<file path="src/design/video_stream_rate_shaper_assert.svh">
// assertion macros shared by the rate shaper modules
// no dependencies; define NO_ASSERTIONS to compile them away
`ifndef VIDEO_STREAM_RATE_SHAPER_ASSERT_SVH
`define VIDEO_STREAM_RATE_SHAPER_ASSERT_SVH

`ifndef NO_ASSERTIONS
// plain property check, disabled while reset is high
`define VSRS_ASSERT(name, clk, rst, prop) \
   name: assert property (@(posedge clk) disable iff (rst) (prop)) \
      else $error("rate shaper check failed");
// antecedent in this cycle implies consequent in the next one
`define VSRS_ASSERT_NEXT(name, clk, rst, ante, cons) \
   name: assert property (@(posedge clk) disable iff (rst) (ante) |=> (cons)) \
      else $error("rate shaper sequence check failed");
`else
`define VSRS_ASSERT(name, clk, rst, prop)
`define VSRS_ASSERT_NEXT(name, clk, rst, ante, cons)
`endif

`endif

</file>
<file path="src/design/vsrs_pkg.sv">
// shared types and constants of the video stream rate shaper
// used by vsrs_csr, vsrs_alu and video_stream_rate_shaper
`timescale 1ns / 1ps

package vsrs_pkg;

   // fixed field widths
   localparam int BYTE_BITS      = 48;
   localparam int NOW_BITS       = 48;
   localparam int SIZE_BITS      = 16;
   localparam int RATE_BITS      = 10;
   localparam int FRAME_CNT_BITS = 16;
   localparam int ALLOW_BITS     = 40;
   localparam int IVAL_BITS      = 30;
   localparam int CSR_IDX_BITS   = 3;
   localparam int CSR_DATA_BITS  = 40;

   // shared unit: one operand bit per step
   localparam int OPA_BITS  = 48;
   localparam int STEP_BITS = $clog2(OPA_BITS);

   localparam logic [BYTE_BITS-1:0]      BYTE_MAX      = '1;
   localparam logic [FRAME_CNT_BITS-1:0] FRAME_CNT_MAX = '1;

   // result status codes
   localparam logic [1:0] STATUS_OK    = 2'd0;
   localparam logic [1:0] STATUS_OVER  = 2'd1;
   localparam logic [1:0] STATUS_DELAY = 2'd2;
   localparam logic [1:0] STATUS_NA    = 2'd3;

   // word kinds
   localparam logic KIND_PACKET = 1'b0;
   localparam logic KIND_FRAME  = 1'b1;

   // register indexes
   localparam logic [CSR_IDX_BITS-1:0] REG_ENABLE           = 3'd0;
   localparam logic [CSR_IDX_BITS-1:0] REG_FRAME_RATE       = 3'd1;
   localparam logic [CSR_IDX_BITS-1:0] REG_FRAME_BYTES      = 3'd2;
   localparam logic [CSR_IDX_BITS-1:0] REG_QUANTUM_BYTES    = 3'd3;
   localparam logic [CSR_IDX_BITS-1:0] REG_FRAME_INTERVAL   = 3'd4;
   localparam logic [CSR_IDX_BITS-1:0] REG_QUANTUM_INTERVAL = 3'd5;

   // configuration seen by the datapath
   typedef struct packed {
      logic                  clear;
      logic                  enable;
      logic [RATE_BITS-1:0]  frame_rate;
      logic [ALLOW_BITS-1:0] frame_bytes;
      logic [ALLOW_BITS-1:0] quantum_bytes;
      logic [IVAL_BITS-1:0]  frame_interval;
      logic [IVAL_BITS-1:0]  quantum_interval;
   } cfg_type;

   // shared unit command and status
   typedef struct packed {
      logic start;
      logic is_div;
   } alu_ctl_type;

   typedef struct packed {
      logic busy;
      logic done;
   } alu_sts_type;

endpackage

</file>
<file path="src/design/video_stream_rate_shaper.sv">
// video stream rate shaper: sequencer, shaping state and result register
// depends on vsrs_pkg, vsrs_csr, vsrs_alu and the assertion header
`timescale 1ns / 1ps
`include "video_stream_rate_shaper_assert.svh"

// Usage
//   req_*: one word per packet (req_kind 0, req_size bytes) or frame boundary
//   (req_kind 1), each with the current time req_now_ns. rsp_*: one result
//   word per request word, in order: status, wait until next refill, frames
//   left in the window. csr_*: register writes, only while the block is idle.
// Timing
//   A word is taken when req_valid is high and req_stall low; req_stall then
//   stays high until the result sits in the output register.
//   A plain packet goes through PREP, CHECK and DONE; a disabled word or a
//   window close goes through PREP and DONE. Refills due (interval not zero):
//   a 48-step divide and a 48-step multiply on the shared unit, then CHECK.
//   A frame boundary runs one multiply in NEED and MUL2, plus a divide and a
//   multiply first when frame slots have gone by (interval not zero).
//   The shared unit works on one operand bit per cycle.
// Reset and stall
//   Synchronous reset clears control registers and shaping state; no clearing pass.
//   A stalled result holds in the output register; the next request word is
//   still taken and worked on, and waits only if it finishes before the
//   earlier result has gone.

module video_stream_rate_shaper #(
   parameter int          TIME_BITS = 48,
   parameter int unsigned WINDOW_NS = 1000000000
) (
   input  logic                                 clock,
   input  logic                                 reset,
   // request channel
   input  logic                                 req_valid,
   output logic                                 req_stall,
   input  logic                                 req_kind,
   input  logic [vsrs_pkg::NOW_BITS-1:0]        req_now_ns,
   input  logic [vsrs_pkg::SIZE_BITS-1:0]       req_size,
   // response channel
   output logic                                 rsp_valid,
   input  logic                                 rsp_stall,
   output logic [1:0]                           rsp_status,
   output logic [vsrs_pkg::NOW_BITS-1:0]        rsp_wait_ns,
   output logic [vsrs_pkg::RATE_BITS-1:0]       rsp_frames_left,
   // register port
   input  logic                                 csr_we,
   input  logic [vsrs_pkg::CSR_IDX_BITS-1:0]    csr_index,
   input  logic [vsrs_pkg::CSR_DATA_BITS-1:0]   csr_wdata
);

   localparam int TW = TIME_BITS;
   localparam int NW = (TIME_BITS > vsrs_pkg::NOW_BITS) ? TIME_BITS : vsrs_pkg::NOW_BITS;
   localparam logic [NW-1:0] TIME_MAX_NW = (NW'(1) << TW) - NW'(1);
   localparam int BB = vsrs_pkg::BYTE_BITS;
   localparam int FB = vsrs_pkg::FRAME_CNT_BITS;

   typedef enum logic [7:0] {
      ST_IDLE  = 8'b0000_0001,
      ST_PREP  = 8'b0000_0010,
      ST_DIV   = 8'b0000_0100,
      ST_MUL1  = 8'b0000_1000,
      ST_NEED  = 8'b0001_0000,
      ST_MUL2  = 8'b0010_0000,
      ST_CHECK = 8'b0100_0000,
      ST_DONE  = 8'b1000_0000
   } state_type;

   function automatic logic [BB-1:0] sat_add_bytes(logic [BB-1:0] a, logic [BB-1:0] b);
      logic [BB:0] s;
      s = {1'b0, a} + {1'b0, b};
      return s[BB] ? vsrs_pkg::BYTE_MAX : s[BB-1:0];
   endfunction

   function automatic logic [FB-1:0] sat_add_cnt(logic [FB-1:0] a, logic [FB-1:0] b);
      logic [FB:0] s;
      s = {1'b0, a} + {1'b0, b};
      return s[FB] ? vsrs_pkg::FRAME_CNT_MAX : s[FB-1:0];
   endfunction

   function automatic logic [TW-1:0] sat_add_time(logic [TW-1:0] a, logic [TW-1:0] b);
      logic [TW:0] s;
      s = {1'b0, a} + {1'b0, b};
      return s[TW] ? {TW{1'b1}} : s[TW-1:0];
   endfunction

   vsrs_pkg::cfg_type      cfg;
   vsrs_pkg::alu_ctl_type  alu_ctl;
   vsrs_pkg::alu_sts_type  alu_sts;
   logic [vsrs_pkg::OPA_BITS-1:0] alu_opa;
   logic [NW-1:0]                 alu_opb;
   logic [NW-1:0]                 alu_lim;
   logic [vsrs_pkg::OPA_BITS-1:0] alu_quo;
   logic [NW-1:0]                 alu_acc;

   state_type                     state_ff, state_in;

   // captured request word
   logic                          kind_ff, kind_in;
   logic [TW-1:0]                 now_ff, now_in;
   logic [vsrs_pkg::SIZE_BITS-1:0] size_ff, size_in;

   // shaping state
   logic                          started_ff, started_in;
   logic [BB-1:0]                 bl_ff, bl_in;
   logic [BB-1:0]                 bs_ff, bs_in;
   logic [BB-1:0]                 cq_ff, cq_in;
   logic [vsrs_pkg::RATE_BITS-1:0] fr_ff, fr_in;
   logic [FB-1:0]                 fideal_ff, fideal_in;
   logic [FB-1:0]                 fa_ff, fa_in;
   logic [TW-1:0]                 we_ff, we_in;
   logic [TW-1:0]                 nft_ff, nft_in;
   logic [TW-1:0]                 nqt_ff, nqt_in;

   // pending result and output register
   logic [1:0]                    res_status_ff, res_status_in;
   logic [vsrs_pkg::NOW_BITS-1:0] res_wait_ff, res_wait_in;
   logic                          rsp_valid_ff, rsp_valid_in;
   logic [1:0]                    rsp_status_ff, rsp_status_in;
   logic [vsrs_pkg::NOW_BITS-1:0] rsp_wait_ff, rsp_wait_in;
   logic [vsrs_pkg::RATE_BITS-1:0] rsp_fl_ff, rsp_fl_in;

   // helpers
   logic [NW-1:0]                 req_now_nw;
   logic [TW-1:0]                 now_clamp;
   logic [NW-1:0]                 now_nw;
   logic                          nqt_lt_now;
   logic                          nft_lt_now;
   logic [NW-1:0]                 dq_nw;
   logic [NW-1:0]                 df_nw;
   logic [NW-1:0]                 wait_nw;
   logic [vsrs_pkg::NOW_BITS-1:0] wait_calc;
   logic [vsrs_pkg::OPA_BITS-1:0] quo_p1;
   logic [vsrs_pkg::RATE_BITS-1:0] n_frame;
   logic [NW:0]                   refill_sum;
   logic [TW-1:0]                 refill_time;
   logic [BB-1:0]                 want;
   logic [BB-1:0]                 need;

   vsrs_csr u_csr (
      .clock     (clock),
      .reset     (reset),
      .csr_we    (csr_we),
      .csr_index (csr_index),
      .csr_wdata (csr_wdata),
      .cfg       (cfg)
   );

   vsrs_alu #(
      .W (NW)
   ) u_alu (
      .clock (clock),
      .reset (reset),
      .ctl   (alu_ctl),
      .opa   (alu_opa),
      .opb   (alu_opb),
      .lim   (alu_lim),
      .sts   (alu_sts),
      .quo   (alu_quo),
      .acc   (alu_acc)
   );

   // time compares, elapsed spans and refill wait
   always_comb begin
      req_now_nw  = NW'(req_now_ns);
      now_clamp   = (req_now_nw > TIME_MAX_NW) ? {TW{1'b1}} : req_now_nw[TW-1:0];
      now_nw      = NW'(now_ff);
      nqt_lt_now  = nqt_ff < now_ff;
      nft_lt_now  = nft_ff < now_ff;
      dq_nw       = NW'(now_ff - nqt_ff - TW'(1));
      df_nw       = NW'(now_ff - nft_ff - TW'(1));
      wait_nw     = (nqt_ff > now_ff) ? NW'(nqt_ff - now_ff) : '0;
      wait_calc   = wait_nw[vsrs_pkg::NOW_BITS-1:0];
      quo_p1      = alu_quo + vsrs_pkg::OPA_BITS'(1);
      n_frame     = (quo_p1 < vsrs_pkg::OPA_BITS'(fr_ff)) ?
                    quo_p1[vsrs_pkg::RATE_BITS-1:0] : fr_ff;
      // last refill point plus one interval: now - 1 - rem + interval
      refill_sum  = {1'b0, now_nw} - (NW+1)'(1) + (NW+1)'(cfg.quantum_interval)
                    - {1'b0, alu_acc};
      refill_time = (refill_sum > {1'b0, TIME_MAX_NW}) ? {TW{1'b1}} : refill_sum[TW-1:0];
      want        = sat_add_bytes(bs_ff, BB'(size_ff));
      need        = alu_acc[BB-1:0];
   end

   // sequencer
   always_comb begin
      state_in      = state_ff;
      kind_in       = kind_ff;
      now_in        = now_ff;
      size_in       = size_ff;
      started_in    = started_ff;
      bl_in         = bl_ff;
      bs_in         = bs_ff;
      cq_in         = cq_ff;
      fr_in         = fr_ff;
      fideal_in     = fideal_ff;
      fa_in         = fa_ff;
      we_in         = we_ff;
      nft_in        = nft_ff;
      nqt_in        = nqt_ff;
      res_status_in = res_status_ff;
      res_wait_in   = res_wait_ff;
      rsp_valid_in  = rsp_valid_ff;
      rsp_status_in = rsp_status_ff;
      rsp_wait_in   = rsp_wait_ff;
      rsp_fl_in     = rsp_fl_ff;
      alu_ctl       = '0;
      alu_opa       = '0;
      alu_opb       = '0;
      alu_lim       = '0;

      // output word taken
      if (rsp_valid_ff && !rsp_stall) begin
         rsp_valid_in = 1'b0;
      end

      case (state_ff)
         ST_IDLE: begin
            if (req_valid) begin
               kind_in  = req_kind;
               now_in   = now_clamp;
               size_in  = req_size;
               state_in = ST_PREP;
            end
         end

         ST_PREP: begin
            res_wait_in = '0;
            if (!cfg.enable) begin
               res_status_in = vsrs_pkg::STATUS_NA;
               state_in      = ST_DONE;
            end else if (kind_ff == vsrs_pkg::KIND_PACKET) begin
               if (!started_ff) begin
                  // first packet opens the window
                  started_in = 1'b1;
                  bl_in      = BB'(cfg.quantum_bytes);
                  bs_in      = '0;
                  cq_in      = BB'(cfg.quantum_bytes);
                  fr_in      = cfg.frame_rate;
                  fideal_in  = FB'(1);
                  fa_in      = FB'(1);
                  we_in      = sat_add_time(now_ff, TW'(WINDOW_NS));
                  nft_in     = sat_add_time(now_ff, TW'(cfg.frame_interval));
                  nqt_in     = sat_add_time(now_ff, TW'(cfg.quantum_interval));
                  state_in   = ST_CHECK;
               end else if (nqt_lt_now && cfg.quantum_interval == '0) begin
                  bl_in    = sat_add_bytes(bl_ff, cq_ff);
                  state_in = ST_CHECK;
               end else if (nqt_lt_now) begin
                  // count elapsed refills
                  alu_ctl.start  = 1'b1;
                  alu_ctl.is_div = 1'b1;
                  alu_opa        = dq_nw[vsrs_pkg::OPA_BITS-1:0];
                  alu_opb        = NW'(cfg.quantum_interval);
                  state_in       = ST_DIV;
               end else begin
                  state_in = ST_CHECK;
               end
            end else begin
               if (fr_ff == '0) begin
                  // window used up: close it
                  if (now_ff < we_ff) begin
                     res_status_in = vsrs_pkg::STATUS_OVER;
                     res_wait_in   = wait_calc;
                  end else begin
                     res_status_in = vsrs_pkg::STATUS_OK;
                  end
                  started_in = 1'b0;
                  bl_in      = '0;
                  bs_in      = '0;
                  cq_in      = '0;
                  fideal_in  = '0;
                  fa_in      = '0;
                  we_in      = '0;
                  nft_in     = '0;
                  nqt_in     = '0;
                  state_in   = ST_DONE;
               end else begin
                  fa_in = sat_add_cnt(fa_ff, FB'(1));
                  if (nft_lt_now && cfg.frame_interval != '0) begin
                     // count frame slots gone by
                     alu_ctl.start  = 1'b1;
                     alu_ctl.is_div = 1'b1;
                     alu_opa        = df_nw[vsrs_pkg::OPA_BITS-1:0];
                     alu_opb        = NW'(cfg.frame_interval);
                     state_in       = ST_DIV;
                  end else if (nft_lt_now) begin
                     fideal_in = sat_add_cnt(fideal_ff, FB'(fr_ff));
                     fr_in     = '0;
                     state_in  = ST_NEED;
                  end else begin
                     state_in = ST_NEED;
                  end
               end
            end
         end

         ST_DIV: begin
            if (alu_sts.done) begin
               alu_ctl.start = 1'b1;
               if (kind_ff == vsrs_pkg::KIND_PACKET) begin
                  // refill count times current quantum
                  nqt_in  = refill_time;
                  alu_opa = quo_p1;
                  alu_opb = NW'(cq_ff);
                  alu_lim = NW'(vsrs_pkg::BYTE_MAX);
               end else begin
                  // advance the ideal frame pace
                  fr_in     = fr_ff - n_frame;
                  fideal_in = sat_add_cnt(fideal_ff, FB'(n_frame));
                  alu_opa   = vsrs_pkg::OPA_BITS'(n_frame);
                  alu_opb   = NW'(cfg.frame_interval);
                  alu_lim   = TIME_MAX_NW;
               end
               state_in = ST_MUL1;
            end
         end

         ST_MUL1: begin
            if (alu_sts.done) begin
               if (kind_ff == vsrs_pkg::KIND_PACKET) begin
                  bl_in    = sat_add_bytes(bl_ff, alu_acc[BB-1:0]);
                  state_in = ST_CHECK;
               end else begin
                  nft_in   = sat_add_time(nft_ff, alu_acc[TW-1:0]);
                  state_in = ST_NEED;
               end
            end
         end

         ST_NEED: begin
            // bytes owed for the frames sent so far
            alu_ctl.start = 1'b1;
            alu_opa       = vsrs_pkg::OPA_BITS'(fa_ff);
            alu_opb       = NW'(cfg.frame_bytes);
            alu_lim       = NW'(vsrs_pkg::BYTE_MAX);
            state_in      = ST_MUL2;
         end

         ST_MUL2: begin
            if (alu_sts.done) begin
               if (bs_ff < need) begin
                  bs_in = need;
               end
               if (fideal_ff <= fa_ff) begin
                  cq_in         = BB'(cfg.quantum_bytes);
                  res_status_in = vsrs_pkg::STATUS_OK;
               end else begin
                  cq_in         = cq_ff[BB-1] ? vsrs_pkg::BYTE_MAX : {cq_ff[BB-2:0], 1'b0};
                  res_status_in = vsrs_pkg::STATUS_DELAY;
               end
               state_in = ST_DONE;
            end
         end

         ST_CHECK: begin
            // budget check for the packet
            if (bl_ff < want) begin
               res_status_in = vsrs_pkg::STATUS_OVER;
               res_wait_in   = wait_calc;
            end else begin
               bs_in         = want;
               res_status_in = vsrs_pkg::STATUS_OK;
            end
            state_in = ST_DONE;
         end

         ST_DONE: begin
            if (!rsp_valid_ff || !rsp_stall) begin
               rsp_valid_in  = 1'b1;
               rsp_status_in = res_status_ff;
               rsp_wait_in   = res_wait_ff;
               rsp_fl_in     = fr_ff;
               state_in      = ST_IDLE;
            end
         end

         default: begin
            state_in = ST_IDLE;
         end
      endcase

      // reconfiguration clears the shaping state
      if (cfg.clear) begin
         started_in = 1'b0;
         bl_in      = '0;
         bs_in      = '0;
         cq_in      = '0;
         fr_in      = '0;
         fideal_in  = '0;
         fa_in      = '0;
         we_in      = '0;
         nft_in     = '0;
         nqt_in     = '0;
      end
   end

   // control and shaping state
   always_ff @(posedge clock) begin
      if (reset) begin
         state_ff     <= ST_IDLE;
         started_ff   <= 1'b0;
         bl_ff        <= '0;
         bs_ff        <= '0;
         cq_ff        <= '0;
         fr_ff        <= '0;
         fideal_ff    <= '0;
         fa_ff        <= '0;
         we_ff        <= '0;
         nft_ff       <= '0;
         nqt_ff       <= '0;
         rsp_valid_ff <= 1'b0;
      end else begin
         state_ff     <= state_in;
         started_ff   <= started_in;
         bl_ff        <= bl_in;
         bs_ff        <= bs_in;
         cq_ff        <= cq_in;
         fr_ff        <= fr_in;
         fideal_ff    <= fideal_in;
         fa_ff        <= fa_in;
         we_ff        <= we_in;
         nft_ff       <= nft_in;
         nqt_ff       <= nqt_in;
         rsp_valid_ff <= rsp_valid_in;
      end
   end

   // word and result payload
   always_ff @(posedge clock) begin
      kind_ff       <= kind_in;
      now_ff        <= now_in;
      size_ff       <= size_in;
      res_status_ff <= res_status_in;
      res_wait_ff   <= res_wait_in;
      rsp_status_ff <= rsp_status_in;
      rsp_wait_ff   <= rsp_wait_in;
      rsp_fl_ff     <= rsp_fl_in;
   end

   assign req_stall       = state_ff != ST_IDLE;
   assign rsp_valid       = rsp_valid_ff;
   assign rsp_status      = rsp_status_ff;
   assign rsp_wait_ns     = rsp_wait_ff;
   assign rsp_frames_left = rsp_fl_ff;

   // checks
   `VSRS_ASSERT_NEXT(a_accept_stalls, clock, reset, req_valid && !req_stall, req_stall)
   `VSRS_ASSERT(a_alu_done_state, clock, reset,
      alu_sts.done |-> (state_ff == ST_DIV || state_ff == ST_MUL1 || state_ff == ST_MUL2))
   `VSRS_ASSERT(a_frames_bounded, clock, reset, fr_ff <= cfg.frame_rate)
   `VSRS_ASSERT(a_na_no_wait, clock, reset,
      (rsp_valid_ff && rsp_status_ff == vsrs_pkg::STATUS_NA) |-> (rsp_wait_ff == '0))

endmodule

</file>
<file path="src/design/vsrs_csr.sv">
// configuration registers of the rate shaper
// depends on vsrs_pkg; any valid write also requests a state clear
`timescale 1ns / 1ps

module vsrs_csr (
   input  logic                                 clock,
   input  logic                                 reset,
   input  logic                                 csr_we,
   input  logic [vsrs_pkg::CSR_IDX_BITS-1:0]    csr_index,
   input  logic [vsrs_pkg::CSR_DATA_BITS-1:0]   csr_wdata,
   output vsrs_pkg::cfg_type                    cfg
);

   logic                                enable_ff, enable_in;
   logic [vsrs_pkg::RATE_BITS-1:0]      frame_rate_ff, frame_rate_in;
   logic [vsrs_pkg::ALLOW_BITS-1:0]     frame_bytes_ff, frame_bytes_in;
   logic [vsrs_pkg::ALLOW_BITS-1:0]     quantum_bytes_ff, quantum_bytes_in;
   logic [vsrs_pkg::IVAL_BITS-1:0]      frame_ival_ff, frame_ival_in;
   logic [vsrs_pkg::IVAL_BITS-1:0]      quantum_ival_ff, quantum_ival_in;

   // register write decode
   always_comb begin
      enable_in        = enable_ff;
      frame_rate_in    = frame_rate_ff;
      frame_bytes_in   = frame_bytes_ff;
      quantum_bytes_in = quantum_bytes_ff;
      frame_ival_in    = frame_ival_ff;
      quantum_ival_in  = quantum_ival_ff;
      if (csr_we) begin
         case (csr_index)
            vsrs_pkg::REG_ENABLE: begin
               enable_in = csr_wdata[0];
            end
            vsrs_pkg::REG_FRAME_RATE: begin
               frame_rate_in = csr_wdata[vsrs_pkg::RATE_BITS-1:0];
            end
            vsrs_pkg::REG_FRAME_BYTES: begin
               frame_bytes_in = csr_wdata[vsrs_pkg::ALLOW_BITS-1:0];
            end
            vsrs_pkg::REG_QUANTUM_BYTES: begin
               quantum_bytes_in = csr_wdata[vsrs_pkg::ALLOW_BITS-1:0];
            end
            vsrs_pkg::REG_FRAME_INTERVAL: begin
               frame_ival_in = csr_wdata[vsrs_pkg::IVAL_BITS-1:0];
            end
            vsrs_pkg::REG_QUANTUM_INTERVAL: begin
               quantum_ival_in = csr_wdata[vsrs_pkg::IVAL_BITS-1:0];
            end
            default: begin
            end
         endcase
      end
   end

   always_ff @(posedge clock) begin
      if (reset) begin
         enable_ff        <= 1'b0;
         frame_rate_ff    <= '0;
         frame_bytes_ff   <= '0;
         quantum_bytes_ff <= '0;
         frame_ival_ff    <= '0;
         quantum_ival_ff  <= '0;
      end else begin
         enable_ff        <= enable_in;
         frame_rate_ff    <= frame_rate_in;
         frame_bytes_ff   <= frame_bytes_in;
         quantum_bytes_ff <= quantum_bytes_in;
         frame_ival_ff    <= frame_ival_in;
         quantum_ival_ff  <= quantum_ival_in;
      end
   end

   // outputs, clear on any write to a defined register
   always_comb begin
      cfg.clear = csr_we && (csr_index inside
                  {[vsrs_pkg::REG_ENABLE:vsrs_pkg::REG_QUANTUM_INTERVAL]});
      cfg.enable           = enable_ff;
      cfg.frame_rate       = frame_rate_ff;
      cfg.frame_bytes      = frame_bytes_ff;
      cfg.quantum_bytes    = quantum_bytes_ff;
      cfg.frame_interval   = frame_ival_ff;
      cfg.quantum_interval = quantum_ival_ff;
   end

endmodule

</file>
<file path="src/design/vsrs_alu.sv">
// shared bit-serial divide / saturating multiply unit
// depends on vsrs_pkg and video_stream_rate_shaper_assert.svh
`timescale 1ns / 1ps
`include "video_stream_rate_shaper_assert.svh"

module vsrs_alu #(
   parameter int W = 48
) (
   input  logic                              clock,
   input  logic                              reset,
   input  vsrs_pkg::alu_ctl_type             ctl,
   input  logic [vsrs_pkg::OPA_BITS-1:0]     opa,
   input  logic [W-1:0]                      opb,
   input  logic [W-1:0]                      lim,
   output vsrs_pkg::alu_sts_type             sts,
   output logic [vsrs_pkg::OPA_BITS-1:0]     quo,
   output logic [W-1:0]                      acc
);

   logic                               busy_ff, busy_in;
   logic                               done_ff, done_in;
   logic                               div_ff, div_in;
   logic [vsrs_pkg::STEP_BITS-1:0]     cnt_ff, cnt_in;
   logic [vsrs_pkg::OPA_BITS-1:0]      opa_ff, opa_in;
   logic [W-1:0]                       opb_ff, opb_in;
   logic [W-1:0]                       lim_ff, lim_in;
   logic [W-1:0]                       acc_ff, acc_in;

   logic                               msb;
   logic [W-1:0]                       trial;
   logic                               div_ge;
   logic [W+1:0]                       mul_sum;
   logic                               mul_over;
   logic                               last_step;

   // one step: restoring divide or shift-add multiply, msb first
   always_comb begin
      msb       = opa_ff[vsrs_pkg::OPA_BITS-1];
      trial     = {acc_ff[W-2:0], msb};
      div_ge    = trial >= opb_ff;
      mul_sum   = {1'b0, acc_ff, 1'b0} + (msb ? {2'b00, opb_ff} : '0);
      mul_over  = mul_sum > {2'b00, lim_ff};
      last_step = cnt_ff == vsrs_pkg::STEP_BITS'(vsrs_pkg::OPA_BITS - 1);
   end

   // sequencing of the steps
   always_comb begin
      busy_in = busy_ff;
      done_in = 1'b0;
      div_in  = div_ff;
      cnt_in  = cnt_ff;
      opa_in  = opa_ff;
      opb_in  = opb_ff;
      lim_in  = lim_ff;
      acc_in  = acc_ff;
      if (ctl.start) begin
         busy_in = 1'b1;
         div_in  = ctl.is_div;
         cnt_in  = '0;
         opa_in  = opa;
         opb_in  = opb;
         lim_in  = lim;
         acc_in  = '0;
      end else if (busy_ff) begin
         if (div_ff) begin
            if (div_ge) begin
               acc_in = trial - opb_ff;
               opa_in = {opa_ff[vsrs_pkg::OPA_BITS-2:0], 1'b1};
            end else begin
               acc_in = trial;
               opa_in = {opa_ff[vsrs_pkg::OPA_BITS-2:0], 1'b0};
            end
         end else begin
            opa_in = {opa_ff[vsrs_pkg::OPA_BITS-2:0], 1'b0};
            acc_in = mul_over ? lim_ff : mul_sum[W-1:0];
         end
         cnt_in = cnt_ff + vsrs_pkg::STEP_BITS'(1);
         if (last_step) begin
            busy_in = 1'b0;
            done_in = 1'b1;
         end
      end
   end

   always_ff @(posedge clock) begin
      if (reset) begin
         busy_ff <= 1'b0;
         done_ff <= 1'b0;
         div_ff  <= 1'b0;
         cnt_ff  <= '0;
      end else begin
         busy_ff <= busy_in;
         done_ff <= done_in;
         div_ff  <= div_in;
         cnt_ff  <= cnt_in;
      end
   end

   always_ff @(posedge clock) begin
      opa_ff <= opa_in;
      opb_ff <= opb_in;
      lim_ff <= lim_in;
      acc_ff <= acc_in;
   end

   assign sts.busy = busy_ff;
   assign sts.done = done_ff;
   assign quo      = opa_ff;
   assign acc      = acc_ff;

   // checks
   `VSRS_ASSERT_NEXT(a_start_sets_busy, clock, reset, ctl.start, busy_ff)
   `VSRS_ASSERT(a_done_not_busy, clock, reset, !(done_ff && busy_ff))
   `VSRS_ASSERT_NEXT(a_last_step_done, clock, reset, busy_ff && last_step && !ctl.start, done_ff)

endmodule

</file>
<file path="config.mk">
export PLATFORM = sky130hd
export DESIGN_NAME = video_stream_rate_shaper
export DESIGN_NICKNAME = d
export VERILOG_FILES = /design/src/design/vsrs_pkg.sv /design/src/design/video_stream_rate_shaper.sv /design/src/design/vsrs_csr.sv /design/src/design/vsrs_alu.sv
export VERILOG_INCLUDE_DIRS = /design/src /design/src/design
export SDC_FILE = /design/constraint.sdc
export NUM_CORES = 2
export LEC_CHECK = 0
export ABC_AREA = 1
export ABC_CLOCK_PERIOD_IN_PS = 7800
export BUFFER_PORTS_ARGS = -buffer_cell sky130_fd_sc_hd__buf_4
export CAP_MARGIN = 5
export CORE_ASPECT_RATIO = 1.2
export CORE_UTILIZATION = 45
export DETAILED_ROUTE_END_ITERATION = 10
export SYNTH_ARGS = -nofsm -noshare
export SYNTH_HDL_FRONTEND = slang
export SYNTH_SLANG_ARGS = --single-unit
</file>
<file path="constraint.sdc">
create_clock -name clock -period 7.8 [get_ports clock]
set_input_delay 0.78 -clock clock [delete_from_list [all_inputs] [get_ports clock]]
set_output_delay 0.78 -clock clock [all_outputs]
set_load 0.02 [all_outputs]
</file>
# Yosys cells after proc, flatten, opt, wreduce, memory -nomap -nowiden
# Cells that the tools add are included.
# totals
regBits,867
in_bits,113
out_inout_bits,62
wordCells,300
# classes
add_sub_neg,23
n_lt_le_gt_ge,14
n_eq_ne,40
n_mux,146
bitwise_logic,1
n_reduce_logical,42
# ops
operator,n
48-bit two-way mux,65
48-bit case mux with 2 select lines,6
48-bit case mux with 3 select lines,3
48-bit less-than comparator,5
16-bit two-way mux,13
48-bit subtractor,4
30-bit two-way mux,5
48-bit by 48-bit adder with 49-bit output,3
48-bit by 30-bit adder with 49-bit output,2
"48-bit by 1-bit subtractor with 48-bit output, second input constant",2
10-bit two-way mux,9
8-bit two-way mux,8
8-bit case mux with 8 select lines,1
49-bit by 50-bit adder with 50-bit output,1
50-bit by 48-bit > comparator with 1-bit output,1
48-bit by 16-bit adder with 49-bit output,1
"48-bit by 30-bit adder with 49-bit output, second input constant",1
49-bit by 30-bit adder with 49-bit output,1
"49-bit by 48-bit > comparator with 1-bit output, second input constant",1
"48-bit by 1-bit subtractor with 49-bit output, second input constant",1
49-bit by 48-bit subtractor with 49-bit output,1
"48-bit by 1-bit adder with 48-bit output, second input constant",1
48-bit >= comparator,1
48-bit > comparator,1
other kinds (53),129

# Depth between registers and ports, before layout
# depth
ltp_word,9
depth_mapped,39
mapped_depth_nobuf,39

# Modules after synthesis
# Synthesis repeated with hierarchy kept, for this count alone.
# hier_totals
cells_unflattened,13372
area_unflattened_um2,85753.5
# modules_own_cells
mod,n_inst,cells_per_inst,area_each_um2,seq_area_each_um2
video_stream_rate_shaper,1,10091,62922.8,12061.6
vsrs_alu,1,2401,16813.6,5465.2
vsrs_csr,1,880,6017.0,3022.9

# Worst setup path after synthesis
# No wires, ideal clock.
# synth_timing
path_kind,register -> register
from,register size_ff[0] (netlist bit)
to,register res_wait_ff[0] (netlist bit) (enable)
setup_ns,0.406
arrival_ns,4.727
required_time_ns,7.394
slack_ns,2.666
path_stages_with_launch,25
path_buffers,3
period_less_slack_ns,5.134
path_cell_list,edfxtp_1 ha_1 fa_1 nand3_1 nand3_1 nand2_1 nand2_1 nand2_1 nand2_2 nand2_1 nor3_1 nand2_1 clkbuf_1 o21ai_0 a21oi_1 ha_1 a21oi_1 o21ai_0 a21oi_1 o2111ai_1 a311oi_1 nand2_2 buf_2 buf_2 nand2_1
# synth_via
elab_chain_len,5
# synth_rtl
item,line,rtl
"start, declared",video_stream_rate_shaper.sv:99,"logic [vsrs_pkg::SIZE_BITS-1:0] size_ff, size_in;"
"start signal, assigned",video_stream_rate_shaper.sv:431,size_ff <= size_in;
48-bit by 16-bit adder with 49-bit output,video_stream_rate_shaper.sv:69,"s = {1'b0, a} + {1'b0, b};"
48-bit two-way mux,video_stream_rate_shaper.sv:70,return s[BB] ? vsrs_pkg::BYTE_MAX : s[BB-1:0];
48-bit less-than comparator,video_stream_rate_shaper.sv:356,if (bl_ff < want) begin
2-bit != test (no line),-,
2-bit AND reduction (no line),-,
"end signal, assigned",video_stream_rate_shaper.sv:433,res_wait_ff <= res_wait_in;
"end, declared",video_stream_rate_shaper.sv:115,"logic [vsrs_pkg::NOW_BITS-1:0] res_wait_ff, res_wait_in;"
# No other way between the ends.
# A chain may end at the register's enable or synchronous reset.

# Worst setup path in the final report
# layout_timing
from,"register u_alu.opa_ff, in the netlist u_alu.quo[47]"
to,register u_alu.acc_ff[37] (netlist: u_alu.acc[37])
# layout_via
elab_chain_len,5
elab_cells_between_ends,8
classes_between,add/sub: 2; order compare: 2; mux: 4
# layout_rtl
item,line,rtl
"start, declared",vsrs_alu.sv:24,"logic [vsrs_pkg::OPA_BITS-1:0] opa_ff, opa_in;"
"start signal, assigned",vsrs_alu.sv:100,opa_ff <= opa_in;
48-bit two-way mux,vsrs_alu.sv:41,"mul_sum = {1'b0, acc_ff, 1'b0} + (msb ? {2'b00, opb_ff} : '0);"
49-bit by 50-bit adder with 50-bit output,vsrs_alu.sv:41,
50-bit by 48-bit > comparator with 1-bit output,vsrs_alu.sv:42,"mul_over = mul_sum > {2'b00, lim_ff};"
48-bit two-way mux,vsrs_alu.sv:75,acc_in = mul_over ? lim_ff : mul_sum[W-1:0];
48-bit two-way mux *,vsrs_alu.sv:65,if (div_ff) begin
"end signal, assigned",vsrs_alu.sv:103,acc_ff <= acc_in;
"end, declared",vsrs_alu.sv:27,"logic [W-1:0] acc_ff, acc_in;"
# Every way passes the cells marked *; elsewhere a longest branch is shown, timed or not.

==> flow_metrics.env <==
export IMPL_status="finished clean"
export IMPL_clock_skew_ns=0.06165
export IMPL_netlist_top_cells_count="2483 x nand2_1, 1747 x inv_1, 1437 x nor2_1"
export IMPL_cp_top_family="compound AO/OA/AOI/OAI gates"
export IMPL_die_y_um=469.6
export IMPL_post_route_min_period_ns=6.410
export IMPL_htreeDepth=3
export IMPL_hpwl_um=355900
export IMPL_synth_edf_count=272
export IMPL_wirelength_um=440900
export IMPL_min_delay_path_class="in2reg"
export IMPL_ys_seq_area_frac=0.2334
export IMPL_syn_to_final_growth_pct=8.973
export IMPL_grt_max_degree=89
export IMPL_die_area_um2=184000
export IMPL_via_per_inst=6.229
export IMPL_cts_buffers_inserted=95
export IMPL_yosysTopAreaCellShare=0.1338
export IMPL_synthArstFlopShare=0
export IMPL_gr_usage_all_layers=0.4627
export IMPL_cts_resized_gates=0
export IMPL_layout_nets=13727
export IMPL_cpMaxStageDelayCell="edfxtp_1"
export IMPL_synth_area_um2=82010
export IMPL_synthFlopType="dfxtp_1"
export IMPL_cp_max_fo=29
export IMPL_critPathRequiredTime_ns=8.47
export IMPL_critPathBufInv=4
export IMPL_worst_pin_slew_ns=1.417
export IMPL_rows=171
export IMPL_grt_antenna_before_repair=50
export IMPL_synth_nets=13718
export IMPL_drtIter0Drc=13601
export IMPL_period_share=0.8218
export IMPL_rsz0062_at_grt="no"
export IMPL_cpPeakStageDelay_ns=0.70
export IMPL_gp_congestion=1.161
export IMPL_numClockSinks=820
export IMPL_synth_cells=12744
export IMPL_synthMostInstantiatedCell="nand2_1"
export IMPL_ir_drop_mv=0.2043
export IMPL_post_cts_buffers=0
export IMPL_ys_seq_elements=820
export IMPL_clk_latency_ns=0.80
export IMPL_p_per_area_nw_per_um2=215.8
export IMPL_route_detailed_drc=0
export IMPL_clockBufferDepth=3
export IMPL_grt_pass1_wl_um=616900
export IMPL_clkTransAtPathRegs_ns=0.07
export IMPL_finalSetupTns_ns=0
export IMPL_hold_viol_final=0
export IMPL_synth_top_cell_by_area="dfxtp_1"
export IMPL_fin_hold_ws_ns=0.1726
export IMPL_synth_area_leaders="dfxtp_1 13%, ha_1 12%, nand2_1 11%"
export IMPL_cts_tree="built"
export IMPL_setup_viol_count_final=0
export IMPL_grt_overflow=0
export IMPL_synth_distinct_cells=78
export IMPL_worst_slack_ns=1.390
export IMPL_avgSynthCellArea_um2=6.435
export IMPL_first_global_vias=87821
export IMPL_io_buffers=174
export IMPL_max_cap_violations=0
export IMPL_critPathArrivalTime_ns=7.08
export IMPL_postCtsHoldBufs=0
export IMPL_ys_warn_count=0
export IMPL_endpoint_kind="register"
export IMPL_critPathLaunchType="register"
export IMPL_critPathKind="reg2reg"
export IMPL_dp_slack_ns=1.607
export IMPL_slew_headroom=0.04697
export IMPL_coreArea_um2=181000
export IMPL_power_mw=19.28
export IMPL_chipWidth_um=391.7
export IMPL_max_freq_ghz=0.1560
export IMPL_report_final_slew_viol_count=0
export IMPL_leakage_nw=40.08
export IMPL_utilization=0.4937
export IMPL_post_drt_wl_per_cell_um=28.86
export IMPL_ant_nets=0
export IMPL_root_buffer="clkbuf_16"
export IMPL_via_count=95185
export IMPL_drive_above_1_share=0.05158
export IMPL_io_pins=175
export IMPL_initial_utilization=0.4531
export IMPL_timing_critical_path_mode_cell="nand2_1"
export IMPL_first_pass_iters=8
cell usage in the layout, fill, tap and decap left out, types with 21 or more instances in the layout:
master and n:
nor3_1 144, ha_1 817, o2111ai_1 45, inv_1 1744, o21a_1 58, o21ai_1 55
a21o_1 86, o211ai_1 66, nor4_1 58, buf_4 348, o21bai_1 67, xor2_1 299
diode_2 24, clkbuf_1 21, o21ai_0 1234, a21boi_0 32, edfxtp_1 272, nand4_1 131
or2_2 36, xnor2_1 109, clkbuf_16 95, a22oi_1 30, nand3_1 648, o22ai_1 51
nor2_1 1426, inv_2 32, a31oi_1 191, fa_1 44, nand2_1 2480, a21oi_1 1356
dfxtp_1 547
worst reg2reg max path: cells and delay by family (launching register included):
family,cells,cell delay [ns]
compound gates,8,1.89
xor+xnor,1,0.26
fa+ha+maj,3,1.04
buf+inv,4,0.68
flops,1,0.70
simple gates,17,1.73
layer usage:
metal	share of wire	routed length, um	vias to the layer above	global-route usage
li1	-	-	42829	-
met5	0.00075	332	-	0
met2	0.41	179200	6099	0.6659
met3	0.12	54150	1370	0.1256
met1	0.39	171700	44841	0.5987
met4	0.081	35570	46	0.3136
logic make-up (layout without fill, tap and decap cells):
logic type / count (synthesis) / count (layout) / synth area share
and+or+nand+nor: 5030 / 5030 / 0.2540
other: 0 / 24 / 0
buffers and inverters: 2221 / 2311 / 0.1042
xor gates and xnor gates: 408 / 408 / 0.04357
AOI/OAI and AO/OA: 3404 / 3404 / 0.2294
adders and majority gates: 861 / 861 / 0.1354
DFF: 820 / 820 / 0.2334
flip-flops by register name, indices dropped and copies added (netlist names), 8 cells and up:
register	count
res_wait_ff	48
u_alu.acc	48
bl_ff	48
u_csr.frame_ival_ff	30
rsp_wait_ns	48
cq_ff	48
u_alu.quo	48
nft_ff	48
u_csr.quantum_bytes_ff	40
u_csr.frame_rate_ff	10
rsp_frames_left	10
fa_ff	16
bs_ff	48
size_ff	16
state_ff	8
fr_ff	10
now_ff	48
u_csr.quantum_ival_ff	30
u_alu.opb_ff	48
we_ff	48
nqt_ff	48
fideal_ff	16
u_csr.frame_bytes_ff	40
report_power, final:
group	internal [mW]	leakage [nW]	total [mW]	switching, mW
Sequential	4.72	6.80	5.04	0.315
Combinational	2.45	31.7	9.38	6.93
Clock	2.71	1.57	4.87	2.15
layout make-up:
| type | instances | area (um^2) |
|---|---|---|
| Antenna cell | 24 | 60.06 |
| Clock inverter | 55 | 754.5 |
| Tap cell | 2422 | 3030 |
| Multi-Input combinational cell | 9703 | 54480 |
| Clock buffer | 123 | 2552 |
| Timing Repair Buffer | 350 | 2653 |
| Fill cell | 18993 | 91640 |
| Inverter | 1783 | 6699 |
| Sequential cell | 820 | 19140 |
final timing paths:
check                         to  slack [ns]      startpoint  depth (start not counted)
hold reg to reg   rsp_wait_ns[7]        0.41  res_wait_ff[7]                          0
setup / recovery   u_alu.acc[37]        1.39   u_alu.quo[47]                         33
setup reg to reg   u_alu.acc[37]        1.39   u_alu.quo[47]                         33
hold / removal         now_ff[5]        0.17   req_now_ns[5]                          1
per-stage QoR:
step | instance area [um^2] | std cells
floorplan | 82010 | 12744
global placement | 86000 | 15078
detailed placement | 86000 | 15078
CTS | 89310 | 15256
global route | 89310 | 15257
finish | 89370 | 15280
(Power assumes the default switching activity.)
